===== src/rtl/bed_pkg.sv =====
// ----------------------------------------------------------------------------
// Binary edge detect package
// Frame geometry, derived counter widths, levels and the position record
// that passes from the position counters to the datapath.
// ----------------------------------------------------------------------------
`default_nettype none

package bed_pkg;

    // Frame side in pixels; the frame is square.
    localparam int IMAGE_SIDE = 256;

    // Column counters index the line store directly.
    localparam int COL_W = $clog2(IMAGE_SIDE);
    // The input row runs up to two past the last pixel row during the flush part.
    localparam int ROW_W = $clog2(IMAGE_SIDE + 2);

    localparam logic [7:0] WHITE_LEVEL     = 8'd255;
    localparam logic [7:0] BLACK_LEVEL     = 8'd0;
    localparam logic [7:0] THRESHOLD_RESET = 8'd128;

    // Position facts about the item currently offered at the input.
    typedef struct packed {
        logic live;    // item lies in the pixel part of the frame
        logic emit;    // item yields a result pixel
        logic border;  // that result pixel lies on the frame border
        logic last;    // that result pixel is the last of the frame
    } t_pos_info;

endpackage

`default_nettype wire


===== src/rtl/bed_pos.sv =====
// ----------------------------------------------------------------------------
// Binary edge detect position counters
// Tracks the input item position and the output pixel position within the
// frame and reports what the next item means for the result stream.
// ----------------------------------------------------------------------------
`default_nettype none

module bed_pos (
    input  wire                              i_clk,
    input  wire                              i_rst_n,
    input  wire                              i_adv,
    output logic [bed_pkg::COL_W-1:0]        o_col,
    output bed_pkg::t_pos_info               o_info
);

    logic [bed_pkg::ROW_W-1:0] r_in_row,  n_in_row;
    logic [bed_pkg::COL_W-1:0] r_in_col,  n_in_col;
    logic [bed_pkg::COL_W-1:0] r_out_row, n_out_row;
    logic [bed_pkg::COL_W-1:0] r_out_col, n_out_col;

    localparam logic [bed_pkg::COL_W-1:0] LAST_IDX = bed_pkg::COL_W'(bed_pkg::IMAGE_SIDE - 1);
    localparam logic [bed_pkg::ROW_W-1:0] SIDE_ROW = bed_pkg::ROW_W'(bed_pkg::IMAGE_SIDE);

    // Classify the item at the current position.
    always_comb begin
        o_col         = r_in_col;
        o_info.live   = (r_in_row < SIDE_ROW);
        o_info.emit   = (r_in_row >= bed_pkg::ROW_W'(2)) ||
                        ((r_in_row == bed_pkg::ROW_W'(1)) && (r_in_col != '0));
        o_info.border = (r_out_row == '0) || (r_out_row == LAST_IDX) ||
                        (r_out_col == '0) || (r_out_col == LAST_IDX);
        o_info.last   = (r_out_row == LAST_IDX) && (r_out_col == LAST_IDX);
    end

    // Next position after the current item; the last pixel restarts the frame.
    always_comb begin
        n_in_row  = r_in_row;
        n_in_col  = r_in_col;
        n_out_row = r_out_row;
        n_out_col = r_out_col;
        if (o_info.emit && o_info.last) begin
            n_in_row  = '0;
            n_in_col  = '0;
            n_out_row = '0;
            n_out_col = '0;
        end else begin
            if (o_info.emit) begin
                if (r_out_col == LAST_IDX) begin
                    n_out_col = '0;
                    n_out_row = r_out_row + 1'b1;
                end else begin
                    n_out_col = r_out_col + 1'b1;
                end
            end
            if (r_in_col == LAST_IDX) begin
                n_in_col = '0;
                n_in_row = r_in_row + 1'b1;
            end else begin
                n_in_col = r_in_col + 1'b1;
            end
        end
    end

    // Counters advance once per accepted transaction.
    always_ff @(posedge i_clk) begin
        if (!i_rst_n) begin
            r_in_row  <= '0;
            r_in_col  <= '0;
            r_out_row <= '0;
            r_out_col <= '0;
        end else if (i_adv) begin
            r_in_row  <= n_in_row;
            r_in_col  <= n_in_col;
            r_out_row <= n_out_row;
            r_out_col <= n_out_col;
        end
    end

    // The last output pixel must bring every counter back to the frame start.
    a_frame_restart: assert property (@(posedge i_clk) disable iff (!i_rst_n)
        i_adv && o_info.emit && o_info.last |=>
            (r_in_row == '0) && (r_in_col == '0) && (r_out_row == '0) && (r_out_col == '0))
        else $error("counters not cleared after last pixel");

    // Output column only moves on items that produce a pixel.
    a_out_hold: assert property (@(posedge i_clk) disable iff (!i_rst_n)
        i_adv && !o_info.emit |=> $stable(r_out_col) && $stable(r_out_row))
        else $error("output position moved without a result");

    // Results never start before the second row of input.
    a_lag: assert property (@(posedge i_clk) disable iff (!i_rst_n)
        o_info.emit |-> (r_in_row != '0))
        else $error("result during first input row");

endmodule

`default_nettype wire


===== src/rtl/binary_edge_detect.sv =====
// ----------------------------------------------------------------------------
// Binary edge detect
// Thresholds a square grey frame in raster order and marks black pixels that
// touch a white 4-neighbour as edges; border pixels keep their thresholded
// level. A one-bit two-row line store feeds a 3x3 bit window.
//
//   Channel | Signals                                      | Direction
//   --------+----------------------------------------------+----------
//   in      | i_in_valid, o_in_stall, i_pixel_in, i_flush  | sink
//   out     | o_out_valid, i_out_stall, o_pixel_out,       | source
//           | o_frame_end                                  |
//   cfg     | i_cfg_we, i_cfg_data (threshold)             | sink
//
// One transaction per clock is taken unless an output stall backs up; a result
// passes through the middle stage registers and then the output register.
// The line store is a 2-bit wide synchronous RAM read at acceptance and written
// back as the middle stage moves on; that read-modify-write loop sets the rate.
// Synchronous active-low reset clears counters, window and valid flags and
// sets the threshold to 128; the line store is not cleared.
// An output stall holds the result register and backs up into the input
// only when the middle stage holds a transaction that has a result.
// Output lags input by one row plus one pixel, so each frame is followed
// by IMAGE_SIDE+1 flush transactions.
// ----------------------------------------------------------------------------
`default_nettype none

module binary_edge_detect (
    input  wire        i_clk,
    input  wire        i_rst_n,
    // Input channel
    input  wire        i_in_valid,
    output logic       o_in_stall,
    input  wire  [7:0] i_pixel_in,
    input  wire        i_flush,
    // Output channel
    output logic       o_out_valid,
    input  wire        i_out_stall,
    output logic [7:0] o_pixel_out,
    output logic       o_frame_end,
    // Configuration
    input  wire        i_cfg_we,
    input  wire  [7:0] i_cfg_data
);

    logic [7:0]                 r_threshold;
    logic                       accept;
    logic                       s0_newbit;
    logic [bed_pkg::COL_W-1:0]  s0_col;
    bed_pkg::t_pos_info         s0_info;

    logic                       r_s1_valid;
    logic                       r_s1_newbit;
    logic [bed_pkg::COL_W-1:0]  r_s1_col;
    bed_pkg::t_pos_info         r_s1_info;
    logic [1:0]                 r_rd;       // [1] upper row bit, [0] middle row bit
    logic                       s1_go;

    logic [8:0]                 r_window, n_window;
    logic [7:0]                 n_pixel;
    logic                       out_free;
    logic                       r_out_valid;
    logic [7:0]                 r_pixel_out;
    logic                       r_frame_end;

    // Line store: bit 1 holds the row two back, bit 0 the row one back.
    logic [1:0]                 r_line_mem [bed_pkg::IMAGE_SIDE];

    // Threshold register.
    always_ff @(posedge i_clk) begin
        if (!i_rst_n) begin
            r_threshold <= bed_pkg::THRESHOLD_RESET;
        end else if (i_cfg_we) begin
            r_threshold <= i_cfg_data;
        end
    end

    // Handshake: the middle stage moves on unless its result has nowhere to go.
    assign out_free   = !r_out_valid || !i_out_stall;
    assign s1_go      = r_s1_valid && (!r_s1_info.emit || out_free);
    assign o_in_stall = r_s1_valid && !s1_go;
    assign accept     = i_in_valid && !o_in_stall;

    bed_pos u_pos (
        .i_clk   (i_clk),
        .i_rst_n (i_rst_n),
        .i_adv   (accept),
        .o_col   (s0_col),
        .o_info  (s0_info)
    );

    // Threshold the incoming pixel; flushes and the flush part count as black.
    assign s0_newbit = !i_flush && s0_info.live && (i_pixel_in >= r_threshold);

    // Line store read on acceptance, registered read data. A write-back to the
    // same column in the same cycle (frame restart) is forwarded.
    always_ff @(posedge i_clk) begin
        if (accept) begin
            if (s1_go && (r_s1_col == s0_col)) begin
                r_rd <= {r_rd[0], r_s1_newbit};
            end else begin
                r_rd <= r_line_mem[s0_col];
            end
        end
    end

    // Line store write-back as the middle stage moves on.
    always_ff @(posedge i_clk) begin
        if (s1_go) begin
            r_line_mem[r_s1_col] <= {r_rd[0], r_s1_newbit};
        end
    end

    // Middle stage registers.
    always_ff @(posedge i_clk) begin
        if (!i_rst_n) begin
            r_s1_valid <= 1'b0;
        end else if (accept) begin
            r_s1_valid <= 1'b1;
        end else if (s1_go) begin
            r_s1_valid <= 1'b0;
        end
    end

    always_ff @(posedge i_clk) begin
        if (accept) begin
            r_s1_newbit <= s0_newbit;
            r_s1_col    <= s0_col;
            r_s1_info   <= s0_info;
        end
    end

    // Window shift and edge decision on the shifted window.
    always_comb begin
        n_window = {r_s1_newbit, r_rd[0], r_rd[1], r_window[8:3]};
        if (r_s1_info.border) begin
            n_pixel = n_window[4] ? bed_pkg::WHITE_LEVEL : bed_pkg::BLACK_LEVEL;
        end else if (!n_window[4] &&
                     (n_window[3] || n_window[5] || n_window[1] || n_window[7])) begin
            n_pixel = bed_pkg::BLACK_LEVEL;
        end else begin
            n_pixel = bed_pkg::WHITE_LEVEL;
        end
    end

    always_ff @(posedge i_clk) begin
        if (!i_rst_n) begin
            r_window <= '0;
        end else if (s1_go) begin
            r_window <= n_window;
        end
    end

    // Output register.
    always_ff @(posedge i_clk) begin
        if (!i_rst_n) begin
            r_out_valid <= 1'b0;
        end else if (s1_go && r_s1_info.emit) begin
            r_out_valid <= 1'b1;
        end else if (!i_out_stall) begin
            r_out_valid <= 1'b0;
        end
    end

    always_ff @(posedge i_clk) begin
        if (s1_go && r_s1_info.emit) begin
            r_pixel_out <= n_pixel;
            r_frame_end <= r_s1_info.last;
        end
    end

    assign o_out_valid = r_out_valid;
    assign o_pixel_out = r_pixel_out;
    assign o_frame_end = r_frame_end;

    // A transaction with no result never holds up the pipeline.
    a_no_result_flows: assert property (@(posedge i_clk) disable iff (!i_rst_n)
        r_s1_valid && !r_s1_info.emit |-> s1_go)
        else $error("resultless transaction stalled");

    // Input is stalled only behind a waiting result.
    a_stall_cause: assert property (@(posedge i_clk) disable iff (!i_rst_n)
        o_in_stall |-> r_s1_valid && r_s1_info.emit && r_out_valid && i_out_stall)
        else $error("input stalled without cause");

    // Result pixels are pure black or pure white.
    a_levels: assert property (@(posedge i_clk) disable iff (!i_rst_n)
        o_out_valid |-> (o_pixel_out == bed_pkg::BLACK_LEVEL) ||
                        (o_pixel_out == bed_pkg::WHITE_LEVEL))
        else $error("result pixel not binary");

    // A result leaving the middle stage always lands in the output register.
    a_result_lands: assert property (@(posedge i_clk) disable iff (!i_rst_n)
        s1_go && r_s1_info.emit |=> o_out_valid)
        else $error("result lost");

endmodule

`default_nettype wire


===== config.mk =====
export PLATFORM = sky130hd
export DESIGN_NAME = binary_edge_detect
export DESIGN_NICKNAME = d
export VERILOG_FILES = /design/src/rtl/bed_pkg.sv /design/src/rtl/bed_pos.sv /design/src/rtl/binary_edge_detect.sv
export SDC_FILE = /design/constraint.sdc
export NUM_CORES = 1
export LEC_CHECK = 0
export BUFFER_PORTS_ARGS = -buffer_cell sky130_fd_sc_hd__buf_2
export CAP_MARGIN = 20
export CORE_MARGIN = 1
export CORE_UTILIZATION = 48
export CTS_CLUSTER_SIZE = 10
export DETAILED_ROUTE_END_ITERATION = 8
export SLEW_MARGIN = 10
export SYNTH_ARGS = -nofsm -noshare
export SYNTH_HDL_FRONTEND = slang
export SYNTH_SLANG_ARGS = --single-unit

===== constraint.sdc =====
create_clock -name i_clk -period 6 [get_ports i_clk]
set_input_delay 1.2 -clock i_clk [delete_from_list [all_inputs] [get_ports i_clk]]
set_output_delay 1.2 -clock i_clk [all_outputs]
set_load 0.05 [all_outputs]

==> summary.md, run 1 <==
| Metric | Value |
|---|---|
| Status | completed |
| Final WL | 58500 µm |
| Most common cell after layout, fill and taps aside | edfxtp_1 |
| Util after Layout | 54.3% |
| Most frequent cells in the layout | edfxtp_1, nor2_1, nand2_1, mux4_2, clkbuf_16 |
| Clk_lat worst skew | 0.59 ns |
| Fmax | ~0.29 GHz |
| TritonCTS clock tree | yes |
| CTS Hold Bufs | 0 |
| Final Hold Vio Count | 0 |
| Yosys cell types | 73 |
| Setup violators final | 0 |
| Detailed router's first-iteration violation count | 1436 |
| Fraction of layout cells with a size suffix above 1 | 15.6% |
| Startpoint Class | flop |
| Initial antenna violation count | 0 |
| Setup Buffers After CTS | 0 |
| Antenna diodes | 0 |
| Detailed Place HPWL | 34500 µm |
| Drt drc | 0 |
| RSZ-0062 raised after global routing | false |
| Worst setup EP type | flop |
| Vias in the first global route | 14.0k |
| Vias post-DR | between 10k and 15k |
| Max IR drop VDD | 236 µV |
| Syn_area_per_cell | between 15 and 20 µm² |
| # IOs | 33 |
| Drt wl/cell | 25.8 µm |
| Total power | 8630 µW |
| Net Count, Synth | 1589 |
| Number of iterations in the first detailed-routing pass | 5 |
| Post-DRT Antenna Nets | 0 |
| Synth Instances | 1551 |
| First-pass GRT wire length | 87900 µm |
| Cts repair resizes | 0 |
| Critical path arrival | about 3.8 ns |
| Leak | 0.00836 µW |
| Slew HR | 22.3% |
| # rows | 81 |
| Gr usage total | 23.6% |
| Reg2reg path depth | 9 |
| Die height | 227 µm |
| Worst-case clock buffer depth | 3 |
| Clock-pin slew on the worst setup and hold paths | 0.06 ns |
| Starting Density | about half |
| Max Slew Vio Count | 0 |
| Die area | 51400 µm² |
| Port buffer count | 32 |
| Reg2reg setup slack | around 2.5 ns |
| Critical path origin | u_pos.o_col[0] |
| CORE AREA | between 40000 and 50000 µm² |
| Worst-margin pin slew | 1.16 ns |
| Final period demand of the worst path | about 3.5 ns |
| WP data required | roughly 6.3 ns |
| Gr ovfl total | 0 |
| GPL Wtd Cong | 0.836 |
| Max-Cap Viols | 0 |
| Final TNS setup | 0 ns |
| Synth Flop Type | edfxtp_1 |
| Die Wd | between 200 and 250 µm |
| Root buffer cell | clkbuf_16 |
| Warnings, synthesis | 0 |
| CTS sink count | 575 |
| Largest fanout on the critical path | 45 |
| Post-Layout Cell Count | approximately 2.3k |
| Hold Path Class | flop to flop |
| Nets@finish | 1622 |
| Post-synthesis cell area | 24200 µm² |
| H-tree levels | 3 |
| CTS Buf Count | 68 |
| WHS | between 0.4 and 0.5 ns |
| Part of the cycle the worst path needs | 57.9% |
| Largest net degree at the start of global routing | 259 |
| Post-synth EDFFs | ~530 |
| CP endpoint | r_rd[0] |
| Setup Skew | 0.0154 ns |
| Reg-to-Reg End | r_rd[0] |
| Sequential-to-total area share from yosys stat | ~69% |
| Ys async rst share | 0% |
| Area delta synth->final | 10.7% |
| Setup CP Type | flop to flop |
| Flops & latches, synth | approximately 580 |
| Power per cell area | 322 nW/µm² |
| Vias/cell | 5.98 |
| Reg-to-Reg Start | u_pos.o_col[0] |
| Post-Place Cells | 2176 |
[worst max-delay path, cell delays in order (launching register included)]
cell	delay [ns]
dfxtp_4	0.75
buf_12	0.39
mux4_1	0.68
a22oi_1	0.18
nand2_1	0.07
nor4_1	0.18
a211oi_1	0.10
o41ai_1	0.50
and3_1	0.24
nor3_1	0.05
[worst min-delay path by stage]
stage | startpoint | endpoint | slack [ns] | cells past startpoint
2_1_floorplan | r_s1_info[0] | o_frame_end | 0.40 | 0
3_3_place_gp | r_s1_info[0] | o_frame_end | 0.41 | 0
3_5_place_dp | r_s1_info[0] | o_frame_end | 0.41 | 0
4_1_cts | r_s1_info[0] | o_frame_end | 0.43 | 0
5_1_grt | r_s1_info[0] | o_frame_end | 0.44 | 0
6_report | r_s1_info[0] | o_frame_end | 0.42 | 0
[through the flow]
step           worst slack [ns]  area, µm²
2_1_floorplan              1.91      24200
3_5_place_dp               2.26      24800
6_report                   2.53      26800
3_3_place_gp               2.37      24800
4_1_cts                    2.47      26800
5_1_grt                    2.32      26800
[routing by layer]
layer	global-route usage, %	routed length (µm)	up-vias
met2	37.5	27700	507
met4	7.69	1620	0
met3	4.33	3720	101
met5	0	0	-
met1	33.0	25400	7005
li1	-	-	5957
[report_power, final]
group | leakage (µW) | switching (µW) | internal [µW]
clock | 0.000937 | 1470 | 2210
combinational | 0.00226 | 292 | 193
sequential | 0.00516 | 34.8 | 4430
total | 0.00836 | 1800 | 6830
[cell families (layout without fill, tap and decap cells)]
logic type | Yosys count | count (layout) | synth area share [%]
xor gates and xnor gates | 30 | 30 | 1.08
adders and majority gates | 16 | 16 | 0.826
AOI/OAI and AO/OA | 128 | 128 | 3.72
DFF | 575 | 575 | 69.3
and+or+nand+nor | 508 | 508 | 8.92
muxes | 169 | 169 | 13.0
buffers and inverters | 125 | 179 | 3.14
[state kept, by name, indices dropped and copies added, names as in the netlist]
signal and cells:
u_pos.r_out_row 8, r_line_mem 512, o_out_valid 1, r_window 4, u_pos.r_in_row 9, o_pixel_out 1
r_s1_col 8, r_s1_valid 1, r_s1_info 3, r_rd 2, r_s1_newbit 1, r_threshold 8
o_frame_end 1, u_pos.o_col 8, u_pos.r_out_col 8
[area by class of cell]
| class | instances | area (µm²) |
|---|---|---|
| Clock inverter | 2 | 35.0 |
| Multi-Input combinational cell | 851 | 6670 |
| Tap cell | 664 | 831 |
| Timing Repair Buffer | 67 | 508 |
| Clock buffer | 89 | 1890 |
| Fill cell | 3973 | 22500 |
| Inverter | 21 | 78.8 |
| Sequential cell | 575 | 16800 |
[synthesized netlist by cell type, types with 6 or more instances]
cell type  number  area (µm²)
buf_4          11        82.6
edfxtp_1      528       15900
nor2_1        304        1140
buf_6          13         146
and3_1          6        37.5
nand2_1        92         345
mux4_2         90        2030
inv_1          20        75.1
and2_1          6        37.5
mux2_2         13         146
nor2b_1        23         144
xnor2_1        10        87.6
buf_2          15        75.1
mux2i_1        47         470
nor3_1         13        65.1
o21ai_0        12        60.1
or3_1           6        37.5
nor4_1          9        56.3
nand4_1        13        81.3
o22ai_1        14        87.6
ha_1           16         200
a211oi_1        9        67.6
mux4_1         19         499
clkbuf_1       47         176
dfxtp_1        47         941
a21oi_1        27         135
o221ai_1       11        96.3
buf_1           6        22.5
nand3_1        22         110
xor2_1         20         175
Power figures use the tool's default switching activity.
==> run 2: changes to the inputs <==
==> constraint.sdc (replaced) <==
create_clock -name i_clk -period 3.3 [get_ports i_clk]
set_input_delay 0.66 -clock i_clk [delete_from_list [all_inputs] [get_ports i_clk]]
set_output_delay 0.66 -clock i_clk [all_outputs]
set_load 0.05 [all_outputs]
==> summary.md, run 2 (synthesized netlist as in run 1, its figures left out) <==
| Metric | Value |
|---|---|
| First-pass GRT wire length | 89100 µm |
| Fmax | 0.317 GHz |
| Power per cell area | 576 nW/µm² |
| Final Hold Vio Count | 0 |
| Root buffer cell | clkbuf_16 |
| Sw Share | 21.2% |
| Setup violators final | 0 |
| Post-Layout Cell Count | between 2k and 2.5k |
| Port buffer count | 32 |
| Startpoint Class | flop |
| Global Route met1 Usage | 33.8% |
| CP delay by family, top | compound AO/OA/AOI/OAI gates |
| Setup Skew | 0.0179 ns |
| Filler cells | 4013 |
| CP most frequent cell | nor4_1 |
| Largest net degree at the start of global routing | 148 |
| Leak | roughly 0.0087 µW |
| Vias post-DR | 14.0k |
| Max incr delay on CP | 0.71 ns |
| Worst setup EP type | flop |
| Drt wl/cell | 25.9 µm |
| Max reg flops | 512 |
| Vias in the first global route | 14.0k |
| Slowest-stage cell, CP | a2111oi_1 |
| Clock-pin slew on the worst setup and hold paths | ~0.050 ns |
| Gr usage total | 24.0% |
| Die area | 51400 µm² |
| Largest fanout on the critical path | 31 |
| Total power | 15700 µW |
| Fraction of layout cells with a size suffix above 1 | 18.5% |
| # IOs | 33 |
| Most flops, register | r_line_mem |
| Nets@finish | 1680 |
| Max-Cap Viols | 0 |
| RSZ-0062 raised after global routing | false |
| H-tree levels | 3 |
| Post-place setup slack | -0.176 ns |
| Placed cell area | between 20000 and 30000 µm² |
| GPL Wtd Cong | 0.897 |
| Starting Density | 49.1% |
| Hold Path Class | primary input to flop |
| CTS Hold Bufs | 0 |
| Logic pwr share | 6.1% |
| Psw | around 3300 µW |
| TritonCTS clock tree | yes |
| Met2 Usage GRT | 37.8% |
| Share of power burned in registers | 51.5% |
| Final WL | 60700 µm |
| Area delta synth->final | 12.8% |
| Initial antenna violation count | 0 |
| Worst-case clock buffer depth | 3 |
| GRT Max-Usage Layer | met2 |
| Number of iterations in the first detailed-routing pass | 5 |
| Final period demand of the worst path | 3.15 ns |
| CTS Buf Count | 68 |
| Gr ovfl total | 0 |
| Biggest regs | r_line_mem x512, u_pos.r_in_row x9 |
| Max Slew Vio Count | 0 |
| CORE AREA | 49400 µm² |
| CTS sink count | between 500 and 600 |
| Final setup margin | 0.147 ns |
| Status | completed |
| Detailed router's first-iteration violation count | 1377 |
| Max IR drop VDD | ~380 µV |
| # rows | 81 |
| Post-DRT Antenna Nets | 0 |
| Drt drc | 0 |
| Detailed Place HPWL | 37800 µm |
| Crit-path cells | buf_12, mux4_2, nand2_1, a21oi_1, a2111oi_1, nor4_1, buf_4, nor4_1, nor3_1 |
| Internal | 12400 µW |
| Die Wd | 227 µm |
| WP data required | 3.62 ns |
| Buf/Inv on CP | 2 |
| Vias/cell | ~6 |
| Fin area | 27300 µm² |
| Setup CP Type | flop to flop |
| Slew HR | 43.0% |
| Clock power share | 42.4% |
| Post-Place Cells | 2235 |
| Part of the cycle the worst path needs | 95.5% |
| Met3 GRT Util | under 10% |
| Antenna diodes | 0 |
| Critical path arrival | 3.47 ns |
| Die height | about 230 µm |
| Clk_lat worst skew | 0.58 ns |
| Most common cell after layout, fill and taps aside | edfxtp_1 |
| Worst-margin pin slew | 0.853 ns |
| Most frequent cells in the layout | edfxtp_1, nor2_1, nand2_1, mux4_2, buf_4 |
[run 2: cell types whose count changed in the layout (fill, tap and decap cells not counted), moves of 2 or more]
cell       change
inv_6          +2
buf_8          -2
clkbuf_16      -2
clkbuf_1      +17
buf_12         +5
buf_4         +55
[run 2: layout make-up]
class / instances / area [µm²] / area share (%)
flip-flops and latches: 575 / 16800 / 61.5
multi-input cells: 851 / 6690 / 24.5
clock buffers: 105 / 1910 / 7.01
repair buffers: 125 / 991 / 3.63
well taps: 664 / 831 / 3.04
inverters: 21 / 78.8 / 0.289
clock inverters: 2 / 17.5 / 0.0641
[run 2: layer usage]
layer	wire, µm	part of all wire (%)
met5	0	0
met4	1820	3.0
met3	4270	7.0
met2	28700	47
met1	25900	43
[run 2: path summary, 6_finish.rpt]
kind,depth (start not counted),end,from,slack (ns)
max reg2reg,9,r_rd[0],u_pos.o_col[0],0.15
min reg2reg,0,o_frame_end,r_s1_info[0],0.43
max,9,r_rd[0],u_pos.o_col[0],0.15
min,3,r_threshold[7],i_cfg_data[7],0.30
[run 2: repair_timing]
action | CTS | global route
resized for setup | 1 | 2
pin swaps | 0 | 0
endpoints found under the setup margin | 1 | 1
buffers inserted | 0 | 1
[run 2: power by group through the flow]
stage                     Sequential (µW)  Combinational, µW  Clock, µW
after detailed placement             8250                955          0
after CTS                            8100                958       6810
after global routing                 8100               1030       7030
after global placement               8250                948          0
after floorplan                      8330                608          0
final                                8100                965       6680
[run 2: through the flow]
step / TNS [ns] / util (%) / hold WS, ns
3_3_place_gp: -0.0850 / 51.4 / 0.407
2_1_floorplan: -404.96 / - / 0.400
6_report: 0 / 55.4 / 0.301
3_5_place_dp: -0.176 / 51.4 / 0.425
4_1_cts: 0 / 55.3 / 0.273
5_1_grt: 0 / 55.4 / 0.298
[run 2: worst register-to-register path: cells and delay by family (launching register included)]
family / cells / cell delay, ns
buffers and inverters: 2 / 0.47
flip-flops: 1 / 0.50
AND/OR/NAND/NOR: 4 / 0.59
AO/OA/AOI/OAI: 2 / 0.78
multiplexers: 1 / 0.57
